## src/sv/gmf_pkg.sv

```systemverilog
// Shared types and constants for the grid majority filter.
package gmf_pkg;

  localparam int MAX_SIDE_DEFAULT = 32;
  localparam int GRID_SIDE_W      = 6;
  localparam int GRID_SIDE_RST    = 32;
  localparam int FIFO_DEPTH       = 8;

  typedef struct packed {
    logic top;
    logic mid;
    logic bot;
  } col_t;

  typedef struct packed {
    logic left_ok;
    logic right_ok;
    logic top_ok;
    logic bot_ok;
  } vote_mask_t;

  typedef struct packed {
    logic next_ill;
    logic frame_end;
  } result_t;

endpackage

```

## src/sv/gmf_line_store.sv

```systemverilog
// One row store: single write port, registered read with write-through.
module gmf_line_store #(
  parameter int Depth = gmf_pkg::MAX_SIDE_DEFAULT,
  parameter int AddrW = $clog2(Depth)
) (
  input  logic             clk_i,
  input  logic             we_i,
  input  logic [AddrW-1:0] waddr_i,
  input  logic             wdata_i,
  input  logic [AddrW-1:0] raddr_i,
  output logic             rdata_o
);

  logic mem_q [Depth];
  logic rdata_q;

  always_ff @(posedge clk_i) begin
    if (we_i) begin
      mem_q[waddr_i] <= wdata_i;
    end
    if (we_i && (waddr_i == raddr_i)) begin
      rdata_q <= wdata_i;
    end else begin
      rdata_q <= mem_q[raddr_i];
    end
  end

  assign rdata_o = rdata_q;

endmodule

```

## src/sv/gmf_col_cell.sv

```systemverilog
// Window cell: holds one three-row column and hands it to its neighbor.
module gmf_col_cell (
  input  logic         clk_i,
  input  logic         rst_ni,
  input  logic         shift_i,
  input  gmf_pkg::col_t col_i,
  output gmf_pkg::col_t col_o
);

  gmf_pkg::col_t col_q;

  always_ff @(posedge clk_i or negedge rst_ni) begin
    if (!rst_ni) begin
      col_q <= '0;
    end else if (shift_i) begin
      col_q <= col_i;
    end
  end

  assign col_o = col_q;

endmodule

```

## src/sv/gmf_vote.sv

```systemverilog
// Majority vote over the in-grid neighbors of one cell.
module gmf_vote (
  input  gmf_pkg::col_t      left_i,
  input  gmf_pkg::col_t      center_i,
  input  gmf_pkg::col_t      right_i,
  input  gmf_pkg::vote_mask_t mask_i,
  output logic               ill_o
);

  logic [7:0] val;
  logic [7:0] msk;
  logic [3:0] ills;
  logic [3:0] heals;

  always_comb begin
    val = {left_i.top, left_i.mid, left_i.bot,
           center_i.top, center_i.bot,
           right_i.top, right_i.mid, right_i.bot};
    msk = {mask_i.left_ok & mask_i.top_ok, mask_i.left_ok, mask_i.left_ok & mask_i.bot_ok,
           mask_i.top_ok, mask_i.bot_ok,
           mask_i.right_ok & mask_i.top_ok, mask_i.right_ok,
           mask_i.right_ok & mask_i.bot_ok};
    ills  = '0;
    heals = '0;
    for (int i = 0; i < 8; i++) begin
      ills  = ills + 4'(val[i] & msk[i]);
      heals = heals + 4'(~val[i] & msk[i]);
    end
    priority if (heals > ills) begin
      ill_o = 1'b0;
    end else if (ills > heals) begin
      ill_o = 1'b1;
    end else begin
      ill_o = center_i.mid;
    end
  end

endmodule

```

## src/sv/grid_majority_filter_core.sv

```systemverilog
// Top level: 3x3 binary majority filter over a raster-streamed square grid.
// A beat is registered in s1, then in the window and s2; the result it completes is queued;
// last-row results are formed in the side flush slots that follow the final beat of a frame.
// Throughput: one input beat per clock when not stalled; up to two results at each row end.
// After a frame's last beat, input stalls while the last row drains.
// Reset clears counters, window and queue, sets side to min(32, MaxSide), not the row stores.
module grid_majority_filter_core #(
  parameter int MaxSide = gmf_pkg::MAX_SIDE_DEFAULT
) (
  input  logic                            clk_i,
  input  logic                            rst_ni,
  input  logic                            cfg_valid_i,
  output logic                            cfg_ready_o,
  input  logic [gmf_pkg::GRID_SIDE_W-1:0] cfg_grid_side_i,
  input  logic                            in_valid_i,
  output logic                            in_stall_o,
  input  logic                            cell_ill_i,
  output logic                            out_valid_o,
  input  logic                            out_stall_i,
  output logic                            next_ill_o,
  output logic                            frame_end_o
);

  localparam int SideW   = $clog2(MaxSide + 1);
  localparam int AddrW   = $clog2(MaxSide);
  localparam int SideRst = (gmf_pkg::GRID_SIDE_RST > MaxSide) ? MaxSide
                                                             : gmf_pkg::GRID_SIDE_RST;
  localparam int PtrW    = $clog2(gmf_pkg::FIFO_DEPTH);
  localparam int CntW    = $clog2(gmf_pkg::FIFO_DEPTH + 1);

  logic [SideW-1:0] side_q, side_d, side_m1;
  logic [SideW-1:0] row_q;
  logic [AddrW-1:0] col_q;
  logic             flushing, credit_ok, slot_go, at_last_col, cfg_we;
  logic [CntW:0]    need;

  logic             s1_v_q, s1_bit_q;
  logic [SideW-1:0] s1_row_q;
  logic [AddrW-1:0] s1_col_q;
  logic             s2_v_q;
  logic [SideW-1:0] s2_row_q;
  logic [AddrW-1:0] s2_col_q;

  logic             top_rd, mid_rd, store_we;
  gmf_pkg::col_t    new_col;
  gmf_pkg::col_t    win [3];

  gmf_pkg::vote_mask_t mask_p, mask_s;
  logic             ill_p, ill_s, emit_p, emit_s, top_ok, bot_ok;
  gmf_pkg::result_t res_p, res_s, first_res;
  logic [1:0]       n_push;
  logic             pop;

  gmf_pkg::result_t fifo_q [gmf_pkg::FIFO_DEPTH];
  logic [PtrW-1:0]  head_q, tail_q;
  logic [CntW-1:0]  count_q;

  // configuration
  assign cfg_ready_o = 1'b1;
  assign cfg_we      = cfg_valid_i & cfg_ready_o;

  always_comb begin
    priority if (cfg_grid_side_i == '0) begin
      side_d = SideW'(1);
    end else if (int'(cfg_grid_side_i) > MaxSide) begin
      side_d = SideW'(MaxSide);
    end else begin
      side_d = SideW'(cfg_grid_side_i);
    end
  end

  // slot sequencer
  assign side_m1     = side_q - 1'b1;
  assign flushing    = (row_q == side_q);
  assign at_last_col = (SideW'(col_q) == side_m1);
  assign need        = (CntW+1)'(count_q) + (CntW+1)'({s1_v_q, 1'b0})
                     + (CntW+1)'({s2_v_q, 1'b0}) + (CntW+1)'(2);
  assign credit_ok   = (need <= (CntW+1)'(gmf_pkg::FIFO_DEPTH));
  assign slot_go     = credit_ok & (flushing | in_valid_i);
  assign in_stall_o  = flushing | ~credit_ok;

  always_ff @(posedge clk_i or negedge rst_ni) begin
    if (!rst_ni) begin
      side_q <= SideW'(SideRst);
      row_q  <= '0;
      col_q  <= '0;
      s1_v_q <= 1'b0;
      s2_v_q <= 1'b0;
    end else begin
      s1_v_q <= slot_go & ~cfg_we;
      s2_v_q <= s1_v_q & ~cfg_we;
      if (cfg_we) begin
        side_q <= side_d;
        row_q  <= '0;
        col_q  <= '0;
      end else if (slot_go) begin
        if (at_last_col) begin
          col_q <= '0;
          row_q <= flushing ? '0 : row_q + 1'b1;
        end else begin
          col_q <= col_q + 1'b1;
        end
      end
    end
  end

  always_ff @(posedge clk_i) begin
    if (slot_go) begin
      s1_row_q <= row_q;
      s1_col_q <= col_q;
      s1_bit_q <= flushing ? 1'b0 : cell_ill_i;
    end
    if (s1_v_q) begin
      s2_row_q <= s1_row_q;
      s2_col_q <= s1_col_q;
    end
  end

  // row stores
  assign store_we = s1_v_q & (s1_row_q != side_q);

  gmf_line_store #(.Depth(MaxSide), .AddrW(AddrW)) u_top_store (
    .clk_i   (clk_i),
    .we_i    (store_we),
    .waddr_i (s1_col_q),
    .wdata_i (mid_rd),
    .raddr_i (col_q),
    .rdata_o (top_rd)
  );

  gmf_line_store #(.Depth(MaxSide), .AddrW(AddrW)) u_mid_store (
    .clk_i   (clk_i),
    .we_i    (store_we),
    .waddr_i (s1_col_q),
    .wdata_i (s1_bit_q),
    .raddr_i (col_q),
    .rdata_o (mid_rd)
  );

  // window chain, newest column in cell 2
  assign new_col = '{top: top_rd, mid: mid_rd, bot: s1_bit_q};

  gmf_col_cell u_cell2 (
    .clk_i(clk_i), .rst_ni(rst_ni), .shift_i(s1_v_q), .col_i(new_col), .col_o(win[2])
  );
  gmf_col_cell u_cell1 (
    .clk_i(clk_i), .rst_ni(rst_ni), .shift_i(s1_v_q), .col_i(win[2]), .col_o(win[1])
  );
  gmf_col_cell u_cell0 (
    .clk_i(clk_i), .rst_ni(rst_ni), .shift_i(s1_v_q), .col_i(win[1]), .col_o(win[0])
  );

  // votes: primary centered one column back, secondary on the row's last column
  assign top_ok = (s2_row_q > SideW'(1));
  assign bot_ok = (s2_row_q < side_q);
  assign emit_p = s2_v_q & (s2_row_q != '0) & (s2_col_q != '0);
  assign emit_s = s2_v_q & (s2_row_q != '0) & (SideW'(s2_col_q) == side_m1);

  assign mask_p = '{left_ok: (s2_col_q > AddrW'(1)), right_ok: 1'b1,
                    top_ok: top_ok, bot_ok: bot_ok};
  assign mask_s = '{left_ok: (s2_col_q != '0), right_ok: 1'b0,
                    top_ok: top_ok, bot_ok: bot_ok};

  gmf_vote u_vote_p (
    .left_i(win[0]), .center_i(win[1]), .right_i(win[2]), .mask_i(mask_p), .ill_o(ill_p)
  );
  gmf_vote u_vote_s (
    .left_i(win[1]), .center_i(win[2]), .right_i(win[2]), .mask_i(mask_s), .ill_o(ill_s)
  );

  assign res_p     = '{next_ill: ill_p, frame_end: 1'b0};
  assign res_s     = '{next_ill: ill_s, frame_end: (s2_row_q == side_q)};
  assign first_res = emit_p ? res_p : res_s;
  assign n_push    = {emit_p & emit_s, emit_p ^ emit_s};

  // output queue
  assign out_valid_o = (count_q != '0);
  assign pop         = out_valid_o & ~out_stall_i;
  assign next_ill_o  = fifo_q[head_q].next_ill;
  assign frame_end_o = fifo_q[head_q].frame_end;

  always_ff @(posedge clk_i) begin
    if (n_push != 2'd0) begin
      fifo_q[tail_q] <= first_res;
    end
    if (n_push == 2'd2) begin
      fifo_q[tail_q + 1'b1] <= res_s;
    end
  end

  always_ff @(posedge clk_i or negedge rst_ni) begin
    if (!rst_ni) begin
      head_q  <= '0;
      tail_q  <= '0;
      count_q <= '0;
    end else if (cfg_we) begin
      head_q  <= '0;
      tail_q  <= '0;
      count_q <= '0;
    end else begin
      tail_q  <= tail_q + PtrW'(n_push);
      head_q  <= head_q + PtrW'(pop);
      count_q <= count_q + CntW'(n_push) - CntW'(pop);
    end
  end

  a_fifo_bound: assert property (@(posedge clk_i) disable iff (!rst_ni)
    count_q <= CntW'(gmf_pkg::FIFO_DEPTH))
    else $error("output queue overflow");

  a_flush_stalls: assert property (@(posedge clk_i) disable iff (!rst_ni)
    (row_q == side_q) |-> in_stall_o)
    else $error("input taken while draining last row");

  a_col_range: assert property (@(posedge clk_i) disable iff (!rst_ni)
    SideW'(col_q) < side_q)
    else $error("column counter beyond grid side");

  a_cfg_restart: assert property (@(posedge clk_i) disable iff (!rst_ni)
    cfg_we |=> (row_q == '0 && col_q == '0 && count_q == '0 && !s1_v_q))
    else $error("side write did not restart the frame");

endmodule
```

## config.mk

```make
export PLATFORM = sky130hd
export DESIGN_NAME = grid_majority_filter_core
export DESIGN_NICKNAME = d
export VERILOG_FILES = /design/src/sv/gmf_pkg.sv /design/src/sv/gmf_line_store.sv /design/src/sv/gmf_col_cell.sv /design/src/sv/gmf_vote.sv /design/src/sv/grid_majority_filter_core.sv
export SDC_FILE = /design/constraint.sdc
export NUM_CORES = 1
export LEC_CHECK = 0
export BUFFER_PORTS_ARGS = -buffer_cell sky130_fd_sc_hd__buf_4
export CORE_MARGIN = 4
export CORE_UTILIZATION = 63
export DETAILED_ROUTE_END_ITERATION = 6
export GPL_ROUTABILITY_DRIVEN = 0
export HOLD_SLACK_MARGIN = 0.12
export PLACE_DENSITY = 0.82
export SYNTH_ARGS = -nofsm -noshare
export SYNTH_HDL_FRONTEND = slang
export SYNTH_HIERARCHICAL = 1
export SYNTH_SLANG_ARGS = --single-unit
```

## constraint.sdc

```tcl
create_clock -name clk_i -period 7.3 [get_ports clk_i]
set_input_delay 0.365 -clock clk_i [delete_from_list [all_inputs] [get_ports clk_i]]
set_output_delay 0.365 -clock clk_i [all_outputs]
set_load 0.05 [all_outputs]
```

## Yosys cells after proc, flatten, opt, wreduce, memory -nomap -nowiden

Memory sizes are Yosys's and may differ from the RTL's. A register that Yosys moved wholly into a read port is not among the register bits.
Index checks and enable logic that the tools add are counted.

| word-level totals | value |
|---|---|
| flip-flop bits (word level) | 61 |
| latch bits | 0 |
| RAM bits | 80 |
| ROM bits | 0 |
| bits of input ports | 12 |
| output and inout port bits | 5 |
| logic and storage cells | 152 |
| memories | 3 |

Memory list:

| name | words | width | read ports | clocked after memory_dff | write ports | RTL line | source |
|---|---|---|---|---|---|---|---|
| u_mid_store.mem_q | 32 | 1 | 1 | 1 | 1 | gmf_line_store.sv:14 | `logic mem_q [Depth];` |
| u_top_store.mem_q | 32 | 1 | 1 | 1 | 1 | gmf_line_store.sv:14 |  |
| fifo_q | 8 | 2 | 1 | 0 | 2 | grid_majority_filter_core.sv:54 | `gmf_pkg::result_t fifo_q [gmf_pkg::FIFO_DEPTH];` |

| cells by class | value |
|---|---|
| $add $sub $neg | 33 |
| multipliers | 0 |
| div/mod/pow operators | 0 |
| $lt $le $gt $ge | 9 |
| equality and inequality tests | 6 |
| shift operators | 0 |
| mux-type cells | 23 |
| bitwise logic cells | 48 |
| reduce and logical (&&, ||, !) cells | 8 |

Operator list:

| kind | count |
|---|---|
| $add 4x4->4 | 20 |
| $and 4x1->4 | 10 |
| $mux 6 | 6 |
| $not 1->4 | 8 |
| $and 1x1->1 | 23 |
| $gt 4x4->1 | 4 |
| $mux 5 | 3 |
| $eq 5x6->1 | 2 |
| $eq 6x6->1 | 2 |
| $mux 1 | 10 |
| $add 4x1->4 | 2 |
| $add 6x1->6 const B | 1 |
| $gt 6x1->1 const B | 1 |
| $gt 6x6->1 const B | 1 |
| $logic_not 6->1 | 1 |
| $lt 6x6->1 | 1 |
| $mux 3 | 2 |
| $ne 6x6->1 | 1 |
| $reduce_bool 2->1 | 3 |
| $reduce_bool 6->1 | 1 |
| $sub 6x1->6 const B | 1 |
| $add 4x2->5 | 1 |
| $add 5x1->5 const B | 1 |
| $add 5x2->5 | 1 |
| 17 further kinds | 21 |

## Longest topological paths before layout

| depth | value |
|---|---|
| depth after elaboration | 13 |
| mapped depth | 23 |
| depth with buffers taken out | 23 |

## Hierarchy

The synthesis kept the hierarchy.

Modules (own cells, without submodules):

| module | instances | cells each | area each (µm²) | sequential area each (µm²) |
|---|---|---|---|---|
| grid_majority_filter_core | 1 | 339 | 3,918.8 | 1,898.1 |
| gmf_line_store | 2 | 124 | 1,597.8 | 1,061.0 |
| gmf_vote (u_vote_p) | 1 | 58 | 511.7 | 0.0 |
| gmf_vote (u_vote_s) | 1 | 59 | 501.7 | 0.0 |
| gmf_col_cell | 3 | 6 | 108.9 | 75.1 |

## Worst setup path before layout

Ideal clock, no wire load.

| timing | value |
|---|---|
| path type | flip-flop to flip-flop |
| start point | register side_q[1] |
| end point | memory fifo_q[0][1] (netlist name) (data pin) |
| setup time | 0.262 ns |
| data arrival time | 5.151 ns |
| required time | 7.038 ns |
| path slack | 1.887 ns |
| cell stages (with the launch flop) | 23 |
| buffers on the path | 0 |
| period minus slack after synthesis | 5.413 ns |
| path through | dfrtp_1 inv_1 ha_1 nor2b_1 o21a_1 o21a_1 o21ai_1 nand2b_1 a21oi_1 nor2b_1 fa_1 inv_1 fa_1 fa_1 inv_1 ha_1 fa_1 inv_1 ha_1 nor2b_4 o211ai_2 a21oi_2 mux2_1 |

RTL lines:

| what | RTL line | source |
|---|---|---|
| start, declared | grid_majority_filter_core.sv:31 | `logic [SideW-1:0] side_q, side_d, side_m1;` |
| start signal, assigned | grid_majority_filter_core.sv:84 | `side_q <= SideW'(SideRst);` |
| start signal, assigned | grid_majority_filter_core.sv:93 | `side_q <= side_d;` |
| end, declared | grid_majority_filter_core.sv:54 |  |

==> summary by stage <==
Detailed routing
After the first detailed-routing iteration, the DRC count stood at between 400 and 500. The routed metal-1 wirelength is 6754 um. In the final routed layout, each cell accounts on average for 17.59 um.

Summing over every cut layer, the via total after detailed routing is 5575. The detail-routed via count per cell is 5.925. The highest metal layer carrying signal wires in the routed design is met4. The routed design has 16550 um of wire. The DRC violation count after routing is 0. The total met3 wirelength after detailed routing is around 810 um. The residual antenna-violating net count after detailed routing is 0. The met2 layer wire length in the routed design is 8645 um. The length of the first detailed-routing pass in iterations is 5.

Pwr
The analysis attributes to cell leakage a power of 3.555 nW. The post-layout total power is 0.004832 W. The clock network burns 17.1% of the power. Net switching is 40.18% of the power.

The share of total power dissipated in sequential elements is 30.8%. For this design the total switching power over the nets is 0.001942 W. The combinational share of power is 52.1%.

The peak supply drop is approximately 0.73 mV. In this run the power density over the cells is 521.9 nW/um2. The internal power is 0.002891 W.

Global routing
The global-route wire length before repair is between 20000 and 30000 um. The number of antenna violations at the first check in global routing is 0. The total routing usage reported by global routing is 23.42%. The maximum number of pins on one net before global-route repair is 39. The global route total overflow is 0. The via count of the first global-routing pass is approximately 5700.

Worst setup path
The signal on the critical path passes through inv_1 > ha_1 > nor2b_1 > o21a_1 > o21a_1 > o21ai_1 > nand2b_1 > a21oi_1 > nor2b_1 > fa_1 > inv_1 > fa_1 > fa_1 > inv_1 > ha_1 > fa_1 > inv_1 > ha_1 > nor2b_4 > o211ai_2 > a21oi_2 > mux2_1. In this run the critical register-to-register path is launched from side_q[1]$_DFFE_PN0P_. The category of the worst setup path capture point is a flop. The minimum setup slack among reg-to-reg paths is around 1.3 ns. The biggest fanout along the worst timing path is 12. The destination of the worst register-to-register timing path is fifo_q[3][1]$_DFFE_PP_. The data required time of the critical path is around 7.5 ns. The slowest cell on the critical path is sky130_fd_sc_hd__a21oi_1. The peak per-stage delay on the critical path is 0.65 ns. The kind of cell adding the most delay to the critical path is adder cells. The kind of start point of the critical path is a flop. The count of cells along the worst register-to-register path is 22. The category of the most critical setup path is reg2reg.

The arrival time at the worst endpoint is between 6 and 7 ns. The number of buffer and inverter stages on the critical path is 4.

Yosys
Sequential cells were found to cover around 50% of the synthesized design area. Synthesis handed over a netlist of 722 instances. The share of synthesized area in the top cell type comes to 36.58%. Synthesis inferred 151 register bits. Of all cell types, the one taking the most synthesized area is sky130_fd_sc_hd__edfxtp_1. In the post-synthesis netlist, the biggest area contributors are sky130_fd_sc_hd__edfxtp_1 37%, sky130_fd_sc_hd__dfrtp_1 11%, sky130_fd_sc_hd__ha_1 7.0%. Yosys printed 6 warnings.

The proportion of synthesized flip-flops having asynchronous set or reset is approximately a quarter. Among all flip-flop cells after synthesis, the most frequent one is sky130_fd_sc_hd__edfxtp_1. Dividing the synthesized area by the synthesized cell count gives 11.71 um2. The mapped cell area is approximately 8500 um2. The synthesized design contains slightly above 100 enable-type register cells.

The count of distinct cell types in the synthesized netlist is 75.

Floorplanning
The top-level port count is 17. After floorplanning, the core was sized to cover approximately 13000 um2. Once the floorplan was initialized, standard cells occupied 64.10% of the core. The width of the chip is 123.8 um.

The vertical extent of the die is 123.8 um. The floorplan die area is 15340 um2. The initialized floorplan defines 42 standard-cell rows.

Timing
Based on the critical path, the design can be clocked at up to around 170 MHz. The tightest hold path in the finished design has a slack of ~0.15 ns. Setup repair after global routing left no endpoint under its margin. After layout, the worst path uses roughly four fifths of the clock period. The number of slew-limit violations in the final report is 0. The count of endpoints failing hold in the final timing report is 0. Subtracting the final worst setup slack from the clock period gives 5.984 ns. The final-layout setup total negative slack is 0 ns. For the pin with the worst max-slew slack, the measured transition is 1.186 ns. Across the routed clock network, the largest skew measured is approximately 0.0095 ns. Setup violations remaining at the end of the flow were counted as 0. Once routing completed, OpenROAD measured the worst setup slack at 1.316 ns. Headroom to the max-slew limit came out at 20.64%.

Hold path
The worst hold path terminates at side_q[4]$_DFFE_PN0P_. The worst hold path begins at cfg_grid_side_i[5]. Along the worst hold path, the cell count comes to 2.

The tightest min-delay check is of the in2reg type.

Final layout
The final layout contains 829 nets. Excluding fillers, the count of instances in the completed layout stands at roughly 940. The layout filler cell count is 910.

The repair_antennas step left the layout with diodes totalling 0. The area growth from synthesis to layout is 9.516%. The layout cell share with drive strength beyond 1 is 11.63%.

CTS
CTS placed an instance of sky130_fd_sc_hd__clkbuf_16 at the clock tree root. The number of buffers created by CTS is 17. Clock-pin slew was measured on the worst setup and hold paths at ~0.060 ns. The clock net sink count is 151. In this run the deepest clock path goes through 2 buffers. The number of gates resized after cts is 0. Post-CTS timing repair inserted 0 buffers for setup. At the later pin of the worst-skew pair, clock insertion delay measures 0.42 ns. The CTS tree is done. The post-cts hold buffer count is 1. The maximum level of the CTS H-tree is 4.

Status
The flow ran to the end, and the final reports show no timing, DRC or antenna violations.

Job
The number of violations of the max-capacitance limit is 0.

Place
The total of buffers placed on input and output ports is 15. The cell count after placement is around 910. Detailed placement finished with a half-perimeter wire length of 11650 um.

Prior to clock tree synthesis, the placed netlist has a worst setup slack of 1.356 ns.
[layout make-up]
cell class / instances / area [um2] / share of cell area, %
tap: 176 / 220.2 / 2.378
sequential: 151 / 4245 / 45.85
timing repair buffer: 16 / 122.6 / 1.324
clock inverter: 12 / 121.4 / 1.311
inverter: 48 / 185.2 / 2.000
clock buffer: 20 / 436.7 / 4.716
multi-input combinational: 518 / 3928 / 42.42
[layout by cell type (no fill, tap or decap), types with 10 or more instances in the layout]
cell type                   synthesis  routed
sky130_fd_sc_hd__nand2_1           44      44
sky130_fd_sc_hd__nand2b_1          11      11
sky130_fd_sc_hd__fa_1              18      18
sky130_fd_sc_hd__dfrtp_1           37      37
sky130_fd_sc_hd__nor2b_1           15      15
sky130_fd_sc_hd__a21oi_1           22      22
sky130_fd_sc_hd__clkbuf_16          0      17
sky130_fd_sc_hd__mux2_2            12      12
sky130_fd_sc_hd__xnor2_1           23      23
sky130_fd_sc_hd__edfxtp_1         103     103
sky130_fd_sc_hd__ha_1              47      47
sky130_fd_sc_hd__nand3b_1          14      14
sky130_fd_sc_hd__conb_1             2      13
sky130_fd_sc_hd__xor2_1            17      17
sky130_fd_sc_hd__nor2_1            98      98
sky130_fd_sc_hd__dfxtp_1           10      10
sky130_fd_sc_hd__inv_1             43      43
sky130_fd_sc_hd__mux2i_1           32      32
sky130_fd_sc_hd__buf_4              2      15
sky130_fd_sc_hd__nand3_1           28      28
[how the worst max path moves through the flow]
stage	to	startpoint	slack, ns	depth (start not counted)
global placement	fifo_q[6][1]$_DFFE_PP_	side_q[1]$_DFFE_PN0P_	1.55	22
floorplan	fifo_q[0][1]$_DFFE_PP_	side_q[1]$_DFFE_PN0P_	1.89	22
detailed placement	fifo_q[3][1]$_DFFE_PP_	side_q[1]$_DFFE_PN0P_	1.36	22
CTS	fifo_q[3][1]$_DFFE_PP_	side_q[1]$_DFFE_PN0P_	1.29	22
global route	fifo_q[4][1]$_DFFE_PP_	side_q[1]$_DFFE_PN0P_	0.97	22
finish	fifo_q[3][1]$_DFFE_PP_	side_q[1]$_DFFE_PN0P_	1.32	22
[stage by stage]
stage | instance area (um2) | utilization (%)
floorplan | 8496 | -
global placement | 8691 | 65.89
detailed placement | 8691 | 65.89
CTS | 9259 | 70.20
global route | 9259 | 70.20
finish | 9259 | 70.20
[worst reg2reg max path, cell delays in order, from the launching register on]
cell                       delay, ns
sky130_fd_sc_hd__dfrtp_1        0.44
sky130_fd_sc_hd__inv_1          0.12
sky130_fd_sc_hd__ha_1           0.32
sky130_fd_sc_hd__nor2b_1        0.14
sky130_fd_sc_hd__o21a_1         0.17
sky130_fd_sc_hd__o21a_1         0.16
sky130_fd_sc_hd__o21ai_1        0.11
sky130_fd_sc_hd__nand2b_1       0.07
sky130_fd_sc_hd__a21oi_1        0.65
sky130_fd_sc_hd__nor2b_1        0.27
sky130_fd_sc_hd__fa_1           0.43
sky130_fd_sc_hd__inv_1          0.09
sky130_fd_sc_hd__fa_1           0.43
sky130_fd_sc_hd__fa_1           0.56
sky130_fd_sc_hd__inv_1          0.05
sky130_fd_sc_hd__ha_1           0.21
sky130_fd_sc_hd__fa_1           0.48
sky130_fd_sc_hd__inv_1          0.04
sky130_fd_sc_hd__ha_1           0.28
sky130_fd_sc_hd__nor2b_4        0.13
sky130_fd_sc_hd__o211ai_2       0.15
sky130_fd_sc_hd__a21oi_2        0.12
sky130_fd_sc_hd__mux2_1         0.31
[synthesized netlist by cell type (4+ instances only)]
master	number
sky130_fd_sc_hd__edfxtp_1	103
sky130_fd_sc_hd__nor2_1	98
sky130_fd_sc_hd__ha_1	47
sky130_fd_sc_hd__nand2_1	44
sky130_fd_sc_hd__inv_1	43
sky130_fd_sc_hd__dfrtp_1	37
sky130_fd_sc_hd__mux2i_1	32
sky130_fd_sc_hd__nand3_1	28
sky130_fd_sc_hd__xnor2_1	23
sky130_fd_sc_hd__a21oi_1	22
sky130_fd_sc_hd__fa_1	18
sky130_fd_sc_hd__xor2_1	17
sky130_fd_sc_hd__nor2b_1	15
sky130_fd_sc_hd__nand3b_1	14
sky130_fd_sc_hd__mux2_2	12
sky130_fd_sc_hd__nand2b_1	11
sky130_fd_sc_hd__dfxtp_1	10
sky130_fd_sc_hd__a22oi_1	8
sky130_fd_sc_hd__and2_1	8
sky130_fd_sc_hd__mux2_1	8
sky130_fd_sc_hd__clkbuf_1	7
sky130_fd_sc_hd__or3b_2	6
sky130_fd_sc_hd__a21o_1	5
sky130_fd_sc_hd__buf_6	5
sky130_fd_sc_hd__nand4_1	5
sky130_fd_sc_hd__nor3_1	5
sky130_fd_sc_hd__o21ai_0	5
sky130_fd_sc_hd__o21ai_1	5
sky130_fd_sc_hd__o31ai_1	5
sky130_fd_sc_hd__and3_1	4
sky130_fd_sc_hd__inv_2	4
sky130_fd_sc_hd__mux4_2	4
[routing by layer]
layer / track usage [%] / vias to the layer above
met2: 39.61 / 162
met1: 29.32 / 2746
met4: 8.443 / 0
li1: - / 2629
met5: 0 / -
met3: 5.813 / 38
[kinds of logic (layout without fill, tap and decap cells)]
kind of cell,Yosys count,after routing,share of synthesized area (%)
and+or+nand+nor,263,263,15.92
DFF,151,151,50.21
AOI/OAI and AO/OA,79,79,6.705
adders and majority gates,65,65,11.22
buffers and inverters,64,96,3.818
muxes,57,57,7.696
xor gates and xnor gates,41,41,4.336
other,2,13,0.08883
[flip-flops by register name, indices dropped and copies added (netlist names), 3 cells and up, named ones only]
signal / flops
s1_col_q: 5
fifo_q: 16
u_top_store/mem_q: 32
head_q: 3
s1_row_q: 6
u_cell1/col_o: 3
tail_q: 3
u_cell2/col_o: 3
u_mid_store/mem_q: 32
count_q: 4
s2_row_q: 6
side_q: 6
row_q: 6
s2_col_q: 5
u_cell0/col_o: 3
col_q: 5
[power by group through the flow]
stage          clock network (W)  logic (W)  registers, W
6_report                0.000825    0.00252       0.00149
5_1_grt                 0.000876    0.00292       0.00152
4_1_cts                 0.000834    0.00255       0.00149
3_5_place_dp                   0    0.00252       0.00150
3_3_place_gp                   0    0.00232       0.00149
2_1_floorplan                  0    0.00205       0.00138
Note: power is estimated with default switching activity, not from simulation.
